[src/rtl/tsct_pkg.sv]
// shared constants and types for the touch sample calibration block
package tsct_pkg;

    localparam int SCREEN_WIDTH  = 240;
    localparam int SCREEN_HEIGHT = 320;

    localparam int RAW_W    = 12;
    localparam int RAW_MAX  = (1 << RAW_W) - 1;
    localparam int MAX_SIZE = (SCREEN_WIDTH > SCREEN_HEIGHT) ? SCREEN_WIDTH : SCREEN_HEIGHT;
    localparam int SIZE_W   = $clog2(MAX_SIZE + 1);
    localparam int NUM_W    = $clog2(RAW_MAX * MAX_SIZE + 1);
    localparam int CNT_W    = $clog2(NUM_W + 1);
    localparam int X_W      = $clog2(SCREEN_WIDTH);
    localparam int Y_W      = $clog2(SCREEN_HEIGHT);

    localparam logic [1:0] ST_RELEASED = 2'd0;
    localparam logic [1:0] ST_PRESSED  = 2'd1;
    localparam logic [1:0] ST_HELD     = 2'd2;

    localparam logic [2:0] REG_X_MIN    = 3'd0;
    localparam logic [2:0] REG_X_MAX    = 3'd1;
    localparam logic [2:0] REG_Y_MIN    = 3'd2;
    localparam logic [2:0] REG_Y_MAX    = 3'd3;
    localparam logic [2:0] REG_ORIENT   = 3'd4;
    localparam logic [2:0] REG_ENABLE   = 3'd5;
    localparam logic [2:0] REG_THRESH   = 3'd6;
    localparam logic [2:0] REG_DEBOUNCE = 3'd7;

    typedef struct packed {
        logic             start;
        logic [NUM_W-1:0] dividend;
        logic [RAW_W-1:0] divisor;
    } div_req_t;

endpackage

[src/rtl/tsct_div.sv]
// bit-serial restoring divider, one quotient bit per cycle
module tsct_div import tsct_pkg::*; (
    input  logic             aclk,
    input  logic             aresetn,
    input  div_req_t         req,
    output logic             done,
    output logic [NUM_W-1:0] quotient
);

    logic             busy_reg, busy_next;
    logic             done_reg, done_next;
    logic [CNT_W-1:0] cnt_reg, cnt_next;
    logic [NUM_W-1:0] q_reg, q_next;
    logic [RAW_W-1:0] rem_reg, rem_next;
    logic [RAW_W-1:0] d_reg, d_next;
    logic [RAW_W:0]   rem_sh;
    logic [RAW_W:0]   rem_sub;
    logic             fits;

    assign rem_sh  = {rem_reg, q_reg[NUM_W-1]};
    assign rem_sub = rem_sh - {1'b0, d_reg};
    assign fits    = (rem_sh >= {1'b0, d_reg});

    always_comb begin
        busy_next = busy_reg;
        cnt_next  = cnt_reg;
        done_next = busy_reg && (cnt_reg == CNT_W'(1));
        q_next    = q_reg;
        rem_next  = rem_reg;
        d_next    = d_reg;
        if (req.start) begin
            busy_next = 1'b1;
            cnt_next  = CNT_W'(NUM_W);
            q_next    = req.dividend;
            rem_next  = '0;
            d_next    = req.divisor;
        end else if (busy_reg) begin
            cnt_next = cnt_reg - CNT_W'(1);
            if (cnt_reg == CNT_W'(1)) begin
                busy_next = 1'b0;
            end
            q_next   = {q_reg[NUM_W-2:0], fits};
            rem_next = fits ? rem_sub[RAW_W-1:0] : rem_sh[RAW_W-1:0];
        end
    end

    always_ff @(posedge aclk) begin
        if (!aresetn) begin
            busy_reg <= 1'b0;
            done_reg <= 1'b0;
            cnt_reg  <= '0;
        end else begin
            busy_reg <= busy_next;
            done_reg <= done_next;
            cnt_reg  <= cnt_next;
        end
    end

    always_ff @(posedge aclk) begin
        q_reg   <= q_next;
        rem_reg <= rem_next;
        d_reg   <= d_next;
    end

    assign done     = done_reg;
    assign quotient = q_reg;

endmodule

[src/rtl/touch_sample_calibrate_track.sv]
// touch sample calibration and press/release tracking, top level
//
// one raw touch sample per input item on the s_ channel, one result item
// per sample on the m_ channel; configuration registers are written
// through cfg_we/cfg_index/cfg_wdata, and the user must write them only
// while the block is idle; the block itself does not enforce it.
// a touched sample maps both axes through one shared bit-serial divider
// that produces a 21-bit quotient one bit a cycle, passing through the
// states map x, divide x, map y, divide y and finish in that order; a
// sample with no touch, a failed read or disabled sampling goes from
// idle straight to the finish state and does not use the divider.
// one sample is in work at a time; s_tready is high only while idle.
// the result sits in an output register until taken, and the next sample
// is accepted while it waits; a new result is loaded only once the
// previous one has been taken, so a stalled receiver holds the block.
// reset loads the default calibration (span 200..3900, threshold 100,
// debounce 50 ms, sampling on), clears the press counter, time stamps
// and held coordinates and returns the tracked state to released.
module touch_sample_calibrate_track import tsct_pkg::*; (
    input  logic         aclk,
    input  logic         aresetn,
    input  logic         s_tvalid,
    output logic         s_tready,
    input  logic [71:0]  s_tdata,   // raw_x, raw_y, raw_pressure, now_ms, zero pad
    input  logic         s_tuser,   // read_failed
    output logic         m_tvalid,
    input  logic         m_tready,
    output logic [127:0] m_tdata,   // pos_col, pos_row, touch_pressure, touch_valid,
                                    // shown_state, touch_time_ms, press_count, last_press_ms
    output logic         m_tuser,   // status
    input  logic         cfg_we,
    input  logic [2:0]   cfg_index,
    input  logic [15:0]  cfg_wdata
);

    localparam logic [2:0] S_IDLE = 3'd0;
    localparam logic [2:0] S_MAPX = 3'd1;
    localparam logic [2:0] S_DIVX = 3'd2;
    localparam logic [2:0] S_MAPY = 3'd3;
    localparam logic [2:0] S_DIVY = 3'd4;
    localparam logic [2:0] S_FIN  = 3'd5;

    localparam logic [SIZE_W-1:0] SIZE_X = SIZE_W'(SCREEN_WIDTH);
    localparam logic [SIZE_W-1:0] SIZE_Y = SIZE_W'(SCREEN_HEIGHT);

    function automatic logic [SIZE_W-1:0] fit_axis(input logic [NUM_W-1:0] q,
                                                   input logic neg,
                                                   input logic zero,
                                                   input logic inv,
                                                   input logic [SIZE_W-1:0] size);
        logic signed [NUM_W+1:0] v;
        logic signed [NUM_W+1:0] sz;
        logic [SIZE_W-1:0]       res;
        sz = signed'({{(NUM_W+2-SIZE_W){1'b0}}, size});
        v  = signed'({2'b00, q});
        if (neg) begin
            v = -v;
        end
        if (zero) begin
            v = '0;
        end
        if (inv) begin
            v = sz - v - signed'({{(NUM_W+1){1'b0}}, 1'b1});
        end
        if (v[NUM_W+1]) begin
            res = '0;
        end else if (v >= sz) begin
            res = size - SIZE_W'(1);
        end else begin
            res = v[SIZE_W-1:0];
        end
        return res;
    endfunction

    // configuration
    logic [RAW_W-1:0] x_min_reg, x_max_reg, y_min_reg, y_max_reg, thresh_reg;
    logic [2:0]       orient_reg;
    logic             enable_reg;
    logic [15:0]      debounce_reg;

    // control and tracked state
    logic [2:0]       state_reg, state_next;
    logic             m_tvalid_reg, m_tvalid_next;
    logic [1:0]       tracked_reg, tracked_next;
    logic [1:0]       reported_reg, reported_next;
    logic [X_W-1:0]   held_x_reg, held_x_next;
    logic [Y_W-1:0]   held_y_reg, held_y_next;
    logic [RAW_W-1:0] held_p_reg, held_p_next;
    logic             valid_reg, valid_next;
    logic [31:0]      touch_stamp_reg, touch_stamp_next;
    logic [31:0]      press_total_reg, press_total_next;
    logic [31:0]      press_stamp_reg, press_stamp_next;
    logic             status_reg, status_next;

    // sample payload
    logic [RAW_W-1:0] rx_reg, ry_reg, pr_reg;
    logic [31:0]      now_reg;
    logic             fail_reg;
    logic             neg_reg, neg_next;
    logic             zero_reg, zero_next;
    logic [X_W-1:0]   x_res_reg, x_res_next;
    logic [Y_W-1:0]   y_res_reg, y_res_next;

    logic             accept;
    logic             touch_in;
    logic             sel_y;
    logic [RAW_W-1:0] raw_a, lo_a, hi_a;
    logic [SIZE_W-1:0] size_a;
    logic             diff_neg, span_neg;
    logic [RAW_W-1:0] diff_mag, span_mag;
    logic [NUM_W-1:0] num_mag;
    logic [SIZE_W-1:0] fit_val;
    logic [31:0]      elapsed;
    logic             touch_now;
    logic             div_done;
    logic [NUM_W-1:0] div_q;
    div_req_t         div_req;

    assign accept   = s_tvalid && s_tready;
    assign touch_in = enable_reg && !s_tuser && (s_tdata[35:24] >= thresh_reg);

    // operand selection for the axis being mapped
    assign sel_y  = (state_reg == S_MAPY) || (state_reg == S_DIVY);
    assign raw_a  = (sel_y ^ orient_reg[0]) ? ry_reg : rx_reg;
    assign lo_a   = sel_y ? y_min_reg : x_min_reg;
    assign hi_a   = sel_y ? y_max_reg : x_max_reg;
    assign size_a = sel_y ? SIZE_Y : SIZE_X;

    assign diff_neg = (raw_a < lo_a);
    assign diff_mag = diff_neg ? (lo_a - raw_a) : (raw_a - lo_a);
    assign span_neg = (hi_a < lo_a);
    assign span_mag = span_neg ? (lo_a - hi_a) : (hi_a - lo_a);
    assign num_mag  = {{(NUM_W-RAW_W){1'b0}}, diff_mag} * {{(NUM_W-SIZE_W){1'b0}}, size_a};

    assign div_req.start    = (state_reg == S_MAPX) || (state_reg == S_MAPY);
    assign div_req.dividend = num_mag;
    assign div_req.divisor  = span_mag;

    tsct_div u_div (
        .aclk     (aclk),
        .aresetn  (aresetn),
        .req      (div_req),
        .done     (div_done),
        .quotient (div_q)
    );

    assign fit_val = fit_axis(div_q, neg_reg, zero_reg,
                              sel_y ? orient_reg[2] : orient_reg[1], size_a);
    assign elapsed   = now_reg - touch_stamp_reg;
    assign touch_now = enable_reg && !fail_reg && (pr_reg >= thresh_reg);

    always_comb begin
        state_next       = state_reg;
        m_tvalid_next    = m_tvalid_reg;
        tracked_next     = tracked_reg;
        reported_next    = reported_reg;
        held_x_next      = held_x_reg;
        held_y_next      = held_y_reg;
        held_p_next      = held_p_reg;
        valid_next       = valid_reg;
        touch_stamp_next = touch_stamp_reg;
        press_total_next = press_total_reg;
        press_stamp_next = press_stamp_reg;
        status_next      = status_reg;
        neg_next         = neg_reg;
        zero_next        = zero_reg;
        x_res_next       = x_res_reg;
        y_res_next       = y_res_reg;
        if (m_tvalid_reg && m_tready) begin
            m_tvalid_next = 1'b0;
        end
        case (state_reg)
            S_IDLE: begin
                if (accept) begin
                    state_next = touch_in ? S_MAPX : S_FIN;
                end
            end
            S_MAPX, S_MAPY: begin
                neg_next   = diff_neg ^ span_neg;
                zero_next  = (span_mag == '0);
                state_next = (state_reg == S_MAPX) ? S_DIVX : S_DIVY;
            end
            S_DIVX: begin
                if (div_done) begin
                    x_res_next = fit_val[X_W-1:0];
                    state_next = S_MAPY;
                end
            end
            S_DIVY: begin
                if (div_done) begin
                    y_res_next = fit_val[Y_W-1:0];
                    state_next = S_FIN;
                end
            end
            S_FIN: begin
                if (!m_tvalid_reg || m_tready) begin
                    m_tvalid_next = 1'b1;
                    state_next    = S_IDLE;
                    status_next   = 1'b0;
                    if (!enable_reg || fail_reg) begin
                        valid_next    = 1'b0;
                        reported_next = ST_RELEASED;
                        status_next   = enable_reg && fail_reg;
                    end else if (touch_now) begin
                        held_x_next      = x_res_reg;
                        held_y_next      = y_res_reg;
                        held_p_next      = pr_reg;
                        valid_next       = 1'b1;
                        touch_stamp_next = now_reg;
                        if (tracked_reg == ST_RELEASED) begin
                            reported_next    = ST_PRESSED;
                            tracked_next     = ST_PRESSED;
                            press_total_next = press_total_reg + 32'd1;
                            press_stamp_next = now_reg;
                        end else begin
                            reported_next = ST_HELD;
                            tracked_next  = ST_HELD;
                        end
                    end else begin
                        held_p_next = '0;
                        valid_next  = 1'b0;
                        if ((tracked_reg != ST_RELEASED) &&
                            (elapsed >= {16'd0, debounce_reg})) begin
                            reported_next = ST_RELEASED;
                            tracked_next  = ST_RELEASED;
                        end
                    end
                end
            end
            default: begin
                state_next = S_IDLE;
            end
        endcase
    end

    always_ff @(posedge aclk) begin
        if (!aresetn) begin
            x_min_reg    <= RAW_W'(200);
            x_max_reg    <= RAW_W'(3900);
            y_min_reg    <= RAW_W'(200);
            y_max_reg    <= RAW_W'(3900);
            orient_reg   <= '0;
            enable_reg   <= 1'b1;
            thresh_reg   <= RAW_W'(100);
            debounce_reg <= 16'd50;
        end else if (cfg_we) begin
            case (cfg_index)
                REG_X_MIN:    x_min_reg    <= cfg_wdata[RAW_W-1:0];
                REG_X_MAX:    x_max_reg    <= cfg_wdata[RAW_W-1:0];
                REG_Y_MIN:    y_min_reg    <= cfg_wdata[RAW_W-1:0];
                REG_Y_MAX:    y_max_reg    <= cfg_wdata[RAW_W-1:0];
                REG_ORIENT:   orient_reg   <= cfg_wdata[2:0];
                REG_ENABLE:   enable_reg   <= cfg_wdata[0];
                REG_THRESH:   thresh_reg   <= cfg_wdata[RAW_W-1:0];
                REG_DEBOUNCE: debounce_reg <= cfg_wdata;
                default:      debounce_reg <= debounce_reg;
            endcase
        end
    end

    always_ff @(posedge aclk) begin
        if (!aresetn) begin
            state_reg       <= S_IDLE;
            m_tvalid_reg    <= 1'b0;
            tracked_reg     <= ST_RELEASED;
            reported_reg    <= ST_RELEASED;
            held_x_reg      <= '0;
            held_y_reg      <= '0;
            held_p_reg      <= '0;
            valid_reg       <= 1'b0;
            touch_stamp_reg <= '0;
            press_total_reg <= '0;
            press_stamp_reg <= '0;
            status_reg      <= 1'b0;
        end else begin
            state_reg       <= state_next;
            m_tvalid_reg    <= m_tvalid_next;
            tracked_reg     <= tracked_next;
            reported_reg    <= reported_next;
            held_x_reg      <= held_x_next;
            held_y_reg      <= held_y_next;
            held_p_reg      <= held_p_next;
            valid_reg       <= valid_next;
            touch_stamp_reg <= touch_stamp_next;
            press_total_reg <= press_total_next;
            press_stamp_reg <= press_stamp_next;
            status_reg      <= status_next;
        end
    end

    always_ff @(posedge aclk) begin
        if (accept) begin
            rx_reg   <= s_tdata[11:0];
            ry_reg   <= s_tdata[23:12];
            pr_reg   <= s_tdata[35:24];
            now_reg  <= s_tdata[67:36];
            fail_reg <= s_tuser;
        end
        neg_reg   <= neg_next;
        zero_reg  <= zero_next;
        x_res_reg <= x_res_next;
        y_res_reg <= y_res_next;
    end

    assign s_tready = (state_reg == S_IDLE);
    assign m_tvalid = m_tvalid_reg;
    assign m_tdata  = {press_stamp_reg, press_total_reg, touch_stamp_reg,
                       reported_reg, valid_reg, held_p_reg, held_y_reg, held_x_reg};
    assign m_tuser  = status_reg;

endmodule

[config.mk]
export PLATFORM = sky130hd
export DESIGN_NAME = touch_sample_calibrate_track
export DESIGN_NICKNAME = d
export VERILOG_FILES = /design/src/rtl/tsct_pkg.sv /design/src/rtl/tsct_div.sv /design/src/rtl/touch_sample_calibrate_track.sv
export SDC_FILE = /design/constraint.sdc
export NUM_CORES = 1
export LEC_CHECK = 0
export BUFFER_PORTS_ARGS = -buffer_cell sky130_fd_sc_hd__buf_2
export CAP_MARGIN = 20
export CORE_MARGIN = 5
export CORE_UTILIZATION = 25
export CTS_CLUSTER_SIZE = 20
export DETAILED_ROUTE_END_ITERATION = 8
export GPL_TIMING_DRIVEN = 0
export HOLD_SLACK_MARGIN = 0.15
export PLACE_DENSITY_LB_ADDON = 0.3
export SLEW_MARGIN = 0
export SYNTH_ARGS = -nofsm -noshare
export SYNTH_HDL_FRONTEND = slang
export SYNTH_HIERARCHICAL = 1
export SYNTH_SLANG_ARGS = --single-unit
[constraint.sdc]
create_clock -name aclk -period 9.6 [get_ports aclk]
set_input_delay 1.44 -clock aclk [delete_from_list [all_inputs] [get_ports aclk]]
set_output_delay 1.44 -clock aclk [all_outputs]
set_load 0.01 [all_outputs]
== After elaboration in Yosys (flattened, before gate mapping) ==
Cells that the tools add are included.
Cells by class
  equal/unequal tests: 17
  bitwise operators: 4
  $add $sub $neg: 12
  shifts and indexed selects: 0
  order comparisons: 7
  reduce and logical (&&, ||, !) cells: 44
  muxes and demuxes: 38
  divide/modulo/power cells: 0
  $mul: 1
Operator list (count)
  $mux 12: 7
  $mux 23: 3
  $sub 12x12->12: 5
  $mux 21: 2
  $add 32x1->32 const B: 1
  $ge 32x16->1: 1
  $sub 32x32->32: 1
  $ge 12x12->1: 2
  $lt 12x12->1: 2
  $ge 23x10->1: 1
  $neg 21->23: 1
  $sub 10x23->23: 1
  $sub 23x2->23 const B: 1
  $reduce_and 2->1: 11
  $mul 12x9->21: 1
  $eq 3x3->1 const B: 6
  $mux 3: 6
  $mux 9: 2
  $pmux 3 s5: 1
  $ge 13x12->1: 1
  $eq 3x2->1 const B: 4
  $logic_not 12->1: 1
  $reduce_and 4->1: 3
  $mux 1: 10
  21 further kinds: 49
Word-level totals
  flip-flop bits (word level): 355
  latch bits: 0
  memory bits (read-only): 0
  output and inout bits: 131
  bits of input ports: 97
  memory bits (writable): 0
  memories: 0

== Longest topological paths before layout ==
  depth after elaboration: 9
  mapped depth: 41
  mapped depth without buffers: 37

== Modules after synthesis ==
The synthesis kept the hierarchy.
Modules (own cells, without submodules)
  touch_sample_calibrate_track: cells each 2297, area each 19491.2 sq um, times used 1
  tsct_div: cells each 247, area each 2740.1 sq um, times used 1

== Worst setup path before layout ==
Ideal clock, no wire load.
  path type: register to register
  start: register state_reg[1]
  end: register u_div.q_reg[19] (netlist: u_div/quotient[19]), data pin
  path buffers: 4
  cell stages (with the launch flop): 37
  data arrival time: 8.399 ns
  setup slack: 0.941 ns
  clock period less this slack: 8.659 ns
  library setup time: 0.260 ns
  cell sequence: dfxtp_1 clkbuf_1 nand3b_1 nand2_1 clkinv_1 xnor2_1 clkbuf_1 mux2i_1 inv_1 fa_1 and2_1 o31ai_1 a21oi_1 a31oi_1 o31a_1 clkbuf_1 clkbuf_1 nor2_1 a21oi_1 xnor2_1 nor2_1 ha_1 fa_1 fa_1 ha_1 ha_1 a21o_1 a21oi_1 o21ai_0 a21oi_1 o21bai_1 a21oi_1 o21ai_0 or4_1 o311a_1 xor2_1 mux2_2
RTL lines
  start, declared: RTL line touch_sample_calibrate_track.sv:82  | logic [2:0] state_reg, state_next;
  start signal, assigned: RTL line touch_sample_calibrate_track.sv:276  | state_reg <= state_next;
  end signal, assigned: RTL line tsct_div.sv:60  | q_reg <= q_next;
  end, declared: RTL line tsct_div.sv:13  | logic [NUM_W-1:0] q_reg, q_next;

==> results.txt <==
----------------------------------------------------
[Floorplanning]
  Initial cell density of the core ... 25.2%
  # IOs ... ~230
  Area of the die ... approximately 95000 um^2
  Width of the die ... 308 um
  Core Footprint ... 88400 um^2
  Core Rows ... 109
  Die span in y ... approximately 310 um

[Worst setup path]
  Largest fanout of any net on the critical path ... 10
  Launch instance of the worst register-to-register path ... state_reg[1]$_SDFFE_PN0P_
  Data required time at the worst endpoint ... 9.92 ns
  Path length in cells of the critical path ... 35
  End of the critical path ... u_div/quotient[19]$_DFFE_PP_
  Dominant delay contributor by cell family on the critical path ... adder cells
  R2R Path End ... u_div/quotient[19]$_DFFE_PP_
  CP max-delay cell ... sky130_fd_sc_hd__fa_1
  Worst Path Buf+Inv ... 5
  Setup crit end kind ... register
  Critical Path Start ... state_reg[1]$_SDFFE_PN0P_
  Crit-path max cell delay ... around 0.49 ns
  Critical setup path kind ... reg -> reg
  R2R setup slack ... 0.64 ns
  Worst setup SP type ... register
  R2R depth ... 35
  Arr. time, crit path ... 9.28 ns

[Hold path]
  Worst hold start ... held_p_reg[0]$_SDFFE_PN0P_
  Classification of the worst-slack hold path ... reg -> reg

[Layout]
  Area occupied by multi-input gates ... approximately 13000 um^2
  Fill count ... 9606
  Most frequent cells in the layout ... sky130_fd_sc_hd__nand2_1, sky130_fd_sc_hd__a21oi_1, sky130_fd_sc_hd__dfxtp_1
  Most common cell after layout, fill and taps aside ... sky130_fd_sc_hd__nand2_1
  Synth-to-layout area growth ... 19.2%
  Proportion of layout cells with a drive suffix above 1 ... 13.7%
  Final #Nets ... 3136
  Register area ... slightly above 8000 um^2

[STA]
  Slew Limit Headroom ... 27.2%
  Worst hold-check slack ... 0.450 ns
  Shortest period the worst path allows ... approximately 9 ns
  Setup violations, final ... 0
  Maximum clock skew at final layout ... 0.0238 ns
  Slew @ Worst Pin ... 1.09 ns
  RSZ-0062 raised after global routing ... no
  Final count of hold timing violations ... 0
  Crit share post-route ... 93.3%
  Number of pins with negative max-slew slack in the final report ... 0
  Maximum operating frequency ... 112 MHz

[Outcome]
  Run status ... complete, no violations

[Synth]
  Synth Warn # ... 6
  EDFF count, synth ... 121
  Syn_area_per_cell ... 8.74 um^2
  Predominant post-synthesis flop cell ... sky130_fd_sc_hd__dfxtp_1
  Post-Syn Area ... 22200 um^2
  Syn Inst Count ... 2544
  Share of synthesized area occupied by flip-flops and latches ... 37.4%
  Number of distinct library cells after synthesis ... 94
  Flop and latch count out of synthesis ... 355
  Proportion of register bits with asynchronous set or reset after synthesis ... 0%

[Place]
  Number of input and output port buffers inserted ... 220
  RD Place Congestion ... 0.874
  Post-DP HPWL ... around 56000 um

[Clock network]
  Worst-skew pair later-pin latency ... 0.59 ns
  Clock-pin transition on the worst setup and hold timing paths ... roughly 0.06 ns
  TritonCTS clock tree ... built
  Clk buf depth ... 3
  Number of levels the H-tree was split into ... 2
  Hold-fix buffers at CTS ... 0
  Clock tree root buffer cell ... sky130_fd_sc_hd__clkbuf_16
  Cts bufs inserted ... 45
  Number of clock sinks ... ~360

[Global route]
  GR Layer Usage met1 ... 19.7%
  Global-route usage over all layers ... 14.2%
  Met2 layer usage reported by global route ... roughly 22%
  Global-route wire length before repair ... approximately 110000 um
  Met3 global-route usage ... 3.10%
  GRT Residual Overflow ... 0
  Most used routing layer in global routing ... met2
  Initial antenna violation count ... 13
  Maximum number of pins on one net before global-route repair ... 36
  Vias in the first global route ... roughly 18000

[Route]
  Number of detailed-routing iterations run before antenna repair ... 5
  Number of vias per cell after detailed routing ... around 4.6
  DRC violations left ... 0
  Total via count in the routed design ... 18722
  Post-route antenna net violation count ... 0
  First DRT Iteration DRCs ... approximately 1100
  Total Wirelength ... 70200 um
  Post-detailed-route wirelength per cell ... between 15 and 20 um

[Run]
  Max_cap viols ... 0

----------------------------------------------------
[through the flow]
step	instance area, um^2	util (%)	setup WS, ns	setup TNS [ns]	instances
3_3_place_gp	24800	28.1	-1.68	-11.12	3932
4_1_cts	26400	29.9	0.117	0	4018
6_report	26500	30.0	0.640	0	4030
3_5_place_dp	24900	28.1	-1.72	-11.52	3935
2_1_floorplan	22200	-	0.941	0	2547
5_1_grt	26500	30.0	0.0282	0	4022
[cell type report]
| class | count | area share, % |
|---|---|---|
| Multi-Input combinational cell | 1868 | 48.2 |
| Sequential cell | 355 | 31.4 |
| Tap cell | 1165 | 5.50 |
| Clock buffer | 58 | 4.83 |
| Timing Repair Buffer | 225 | 4.36 |
| Inverter | 194 | 2.76 |
| Buffer | 129 | 1.98 |
| Clock inverter | 25 | 0.911 |
| Antenna cell | 11 | 0.104 |
[cell families (layout without fill, tap and decap cells)]
family                   Yosys count  after routing  share of synthesized area [%]
AND/OR/NAND/NOR                  876            876                           18.4
flip-flops                       355            355                           37.4
adder cells (fa/ha/maj)          221            221                           13.4
other                              2             16                         0.0338
XOR/XNOR                         123            123                           4.91
AO/OA/AOI/OAI                    541            541                           15.5
multiplexers                     102            102                           4.81
buffers and inverters            324            631                           5.59
[metal layers]
layer,share of wire (%),wire length (um)
met4,2.7,1910
met1,47,33200
met5,0.038,27
met3,5.2,3680
met2,45,31400
[worst min-delay path by stage]
stage                                             to  slack [ns]  depth (start not counted)
floorplan                  x_max_reg[0]$_SDFFE_PN0P_        0.44                          2
global placement                m_tuser$_SDFFE_PN0P_        0.44                          2
detailed placement        held_p_reg[2]$_SDFFE_PN0P_        0.44                          2
CTS                       held_p_reg[0]$_SDFFE_PN0P_        0.45                          2
global route        press_stamp_reg[12]$_SDFFE_PN0P_        0.47                          2
finish                    held_p_reg[0]$_SDFFE_PN0P_        0.45                          2
[synth_stat cells (5+ instances only)]
cell                         n  area, um^2
sky130_fd_sc_hd__edfxtp_1  121        3630
sky130_fd_sc_hd__nor3b_1    10        75.1
sky130_fd_sc_hd__or4_1      13        97.6
sky130_fd_sc_hd__a211oi_1   15         113
sky130_fd_sc_hd__nand4_1    32         200
sky130_fd_sc_hd__mux2_2     31         349
sky130_fd_sc_hd__a311oi_1   12         105
sky130_fd_sc_hd__and3_1     16         100
sky130_fd_sc_hd__clkbuf_1  117         439
sky130_fd_sc_hd__o31ai_1    19         143
sky130_fd_sc_hd__buf_1       6        22.5
sky130_fd_sc_hd__o21bai_1    8        60.1
sky130_fd_sc_hd__xor2_1     49         429
sky130_fd_sc_hd__o21a_1     12        90.1
sky130_fd_sc_hd__a21oi_1   249        1250
sky130_fd_sc_hd__a41oi_1     5        43.8
sky130_fd_sc_hd__nor2b_1    31         194
sky130_fd_sc_hd__a31o_2      6        52.6
sky130_fd_sc_hd__o211ai_1   16         120
sky130_fd_sc_hd__and2_1      8        50.1
sky130_fd_sc_hd__a21boi_0    7        52.6
sky130_fd_sc_hd__nand3_1    57         285
sky130_fd_sc_hd__nand2_1   445        1670
sky130_fd_sc_hd__o21ai_0    67         335
sky130_fd_sc_hd__inv_1     192         721
sky130_fd_sc_hd__dfxtp_1   234        4680
sky130_fd_sc_hd__nor2_1    136         510
sky130_fd_sc_hd__ha_1      192        2400
sky130_fd_sc_hd__nor3_1     37         185
sky130_fd_sc_hd__mux2i_1    69         691
sky130_fd_sc_hd__nor4_1     19         119
sky130_fd_sc_hd__or3_1      13        81.3
sky130_fd_sc_hd__fa_1       29         581
sky130_fd_sc_hd__nand2b_1   21         131
sky130_fd_sc_hd__a21o_1     43         323
sky130_fd_sc_hd__or4b_2      5        50.1
sky130_fd_sc_hd__xnor2_1    72         631
sky130_fd_sc_hd__a31oi_1    18         113
sky130_fd_sc_hd__or2_2       7        43.8
[tightest hold or removal path, stage by stage, from the launching register on]
cell and delay, ns:
sky130_fd_sc_hd__dfxtp_1 0.31, sky130_fd_sc_hd__nand2_1 0.05, sky130_fd_sc_hd__a21oi_1 0.05
[timing repair]
action / 4_1_cts / 5_1_grt
endpoints found under the setup margin: 12 / 5
pin swaps: 1 / 1
gates resized for setup: 12 / 11
buffers inserted: 1 / 1
gates cloned: 0 / 0
Power is left out: the tool's default activity adds up to more than one toggle a clock period on the data nets, which glitch-free logic cannot reach.
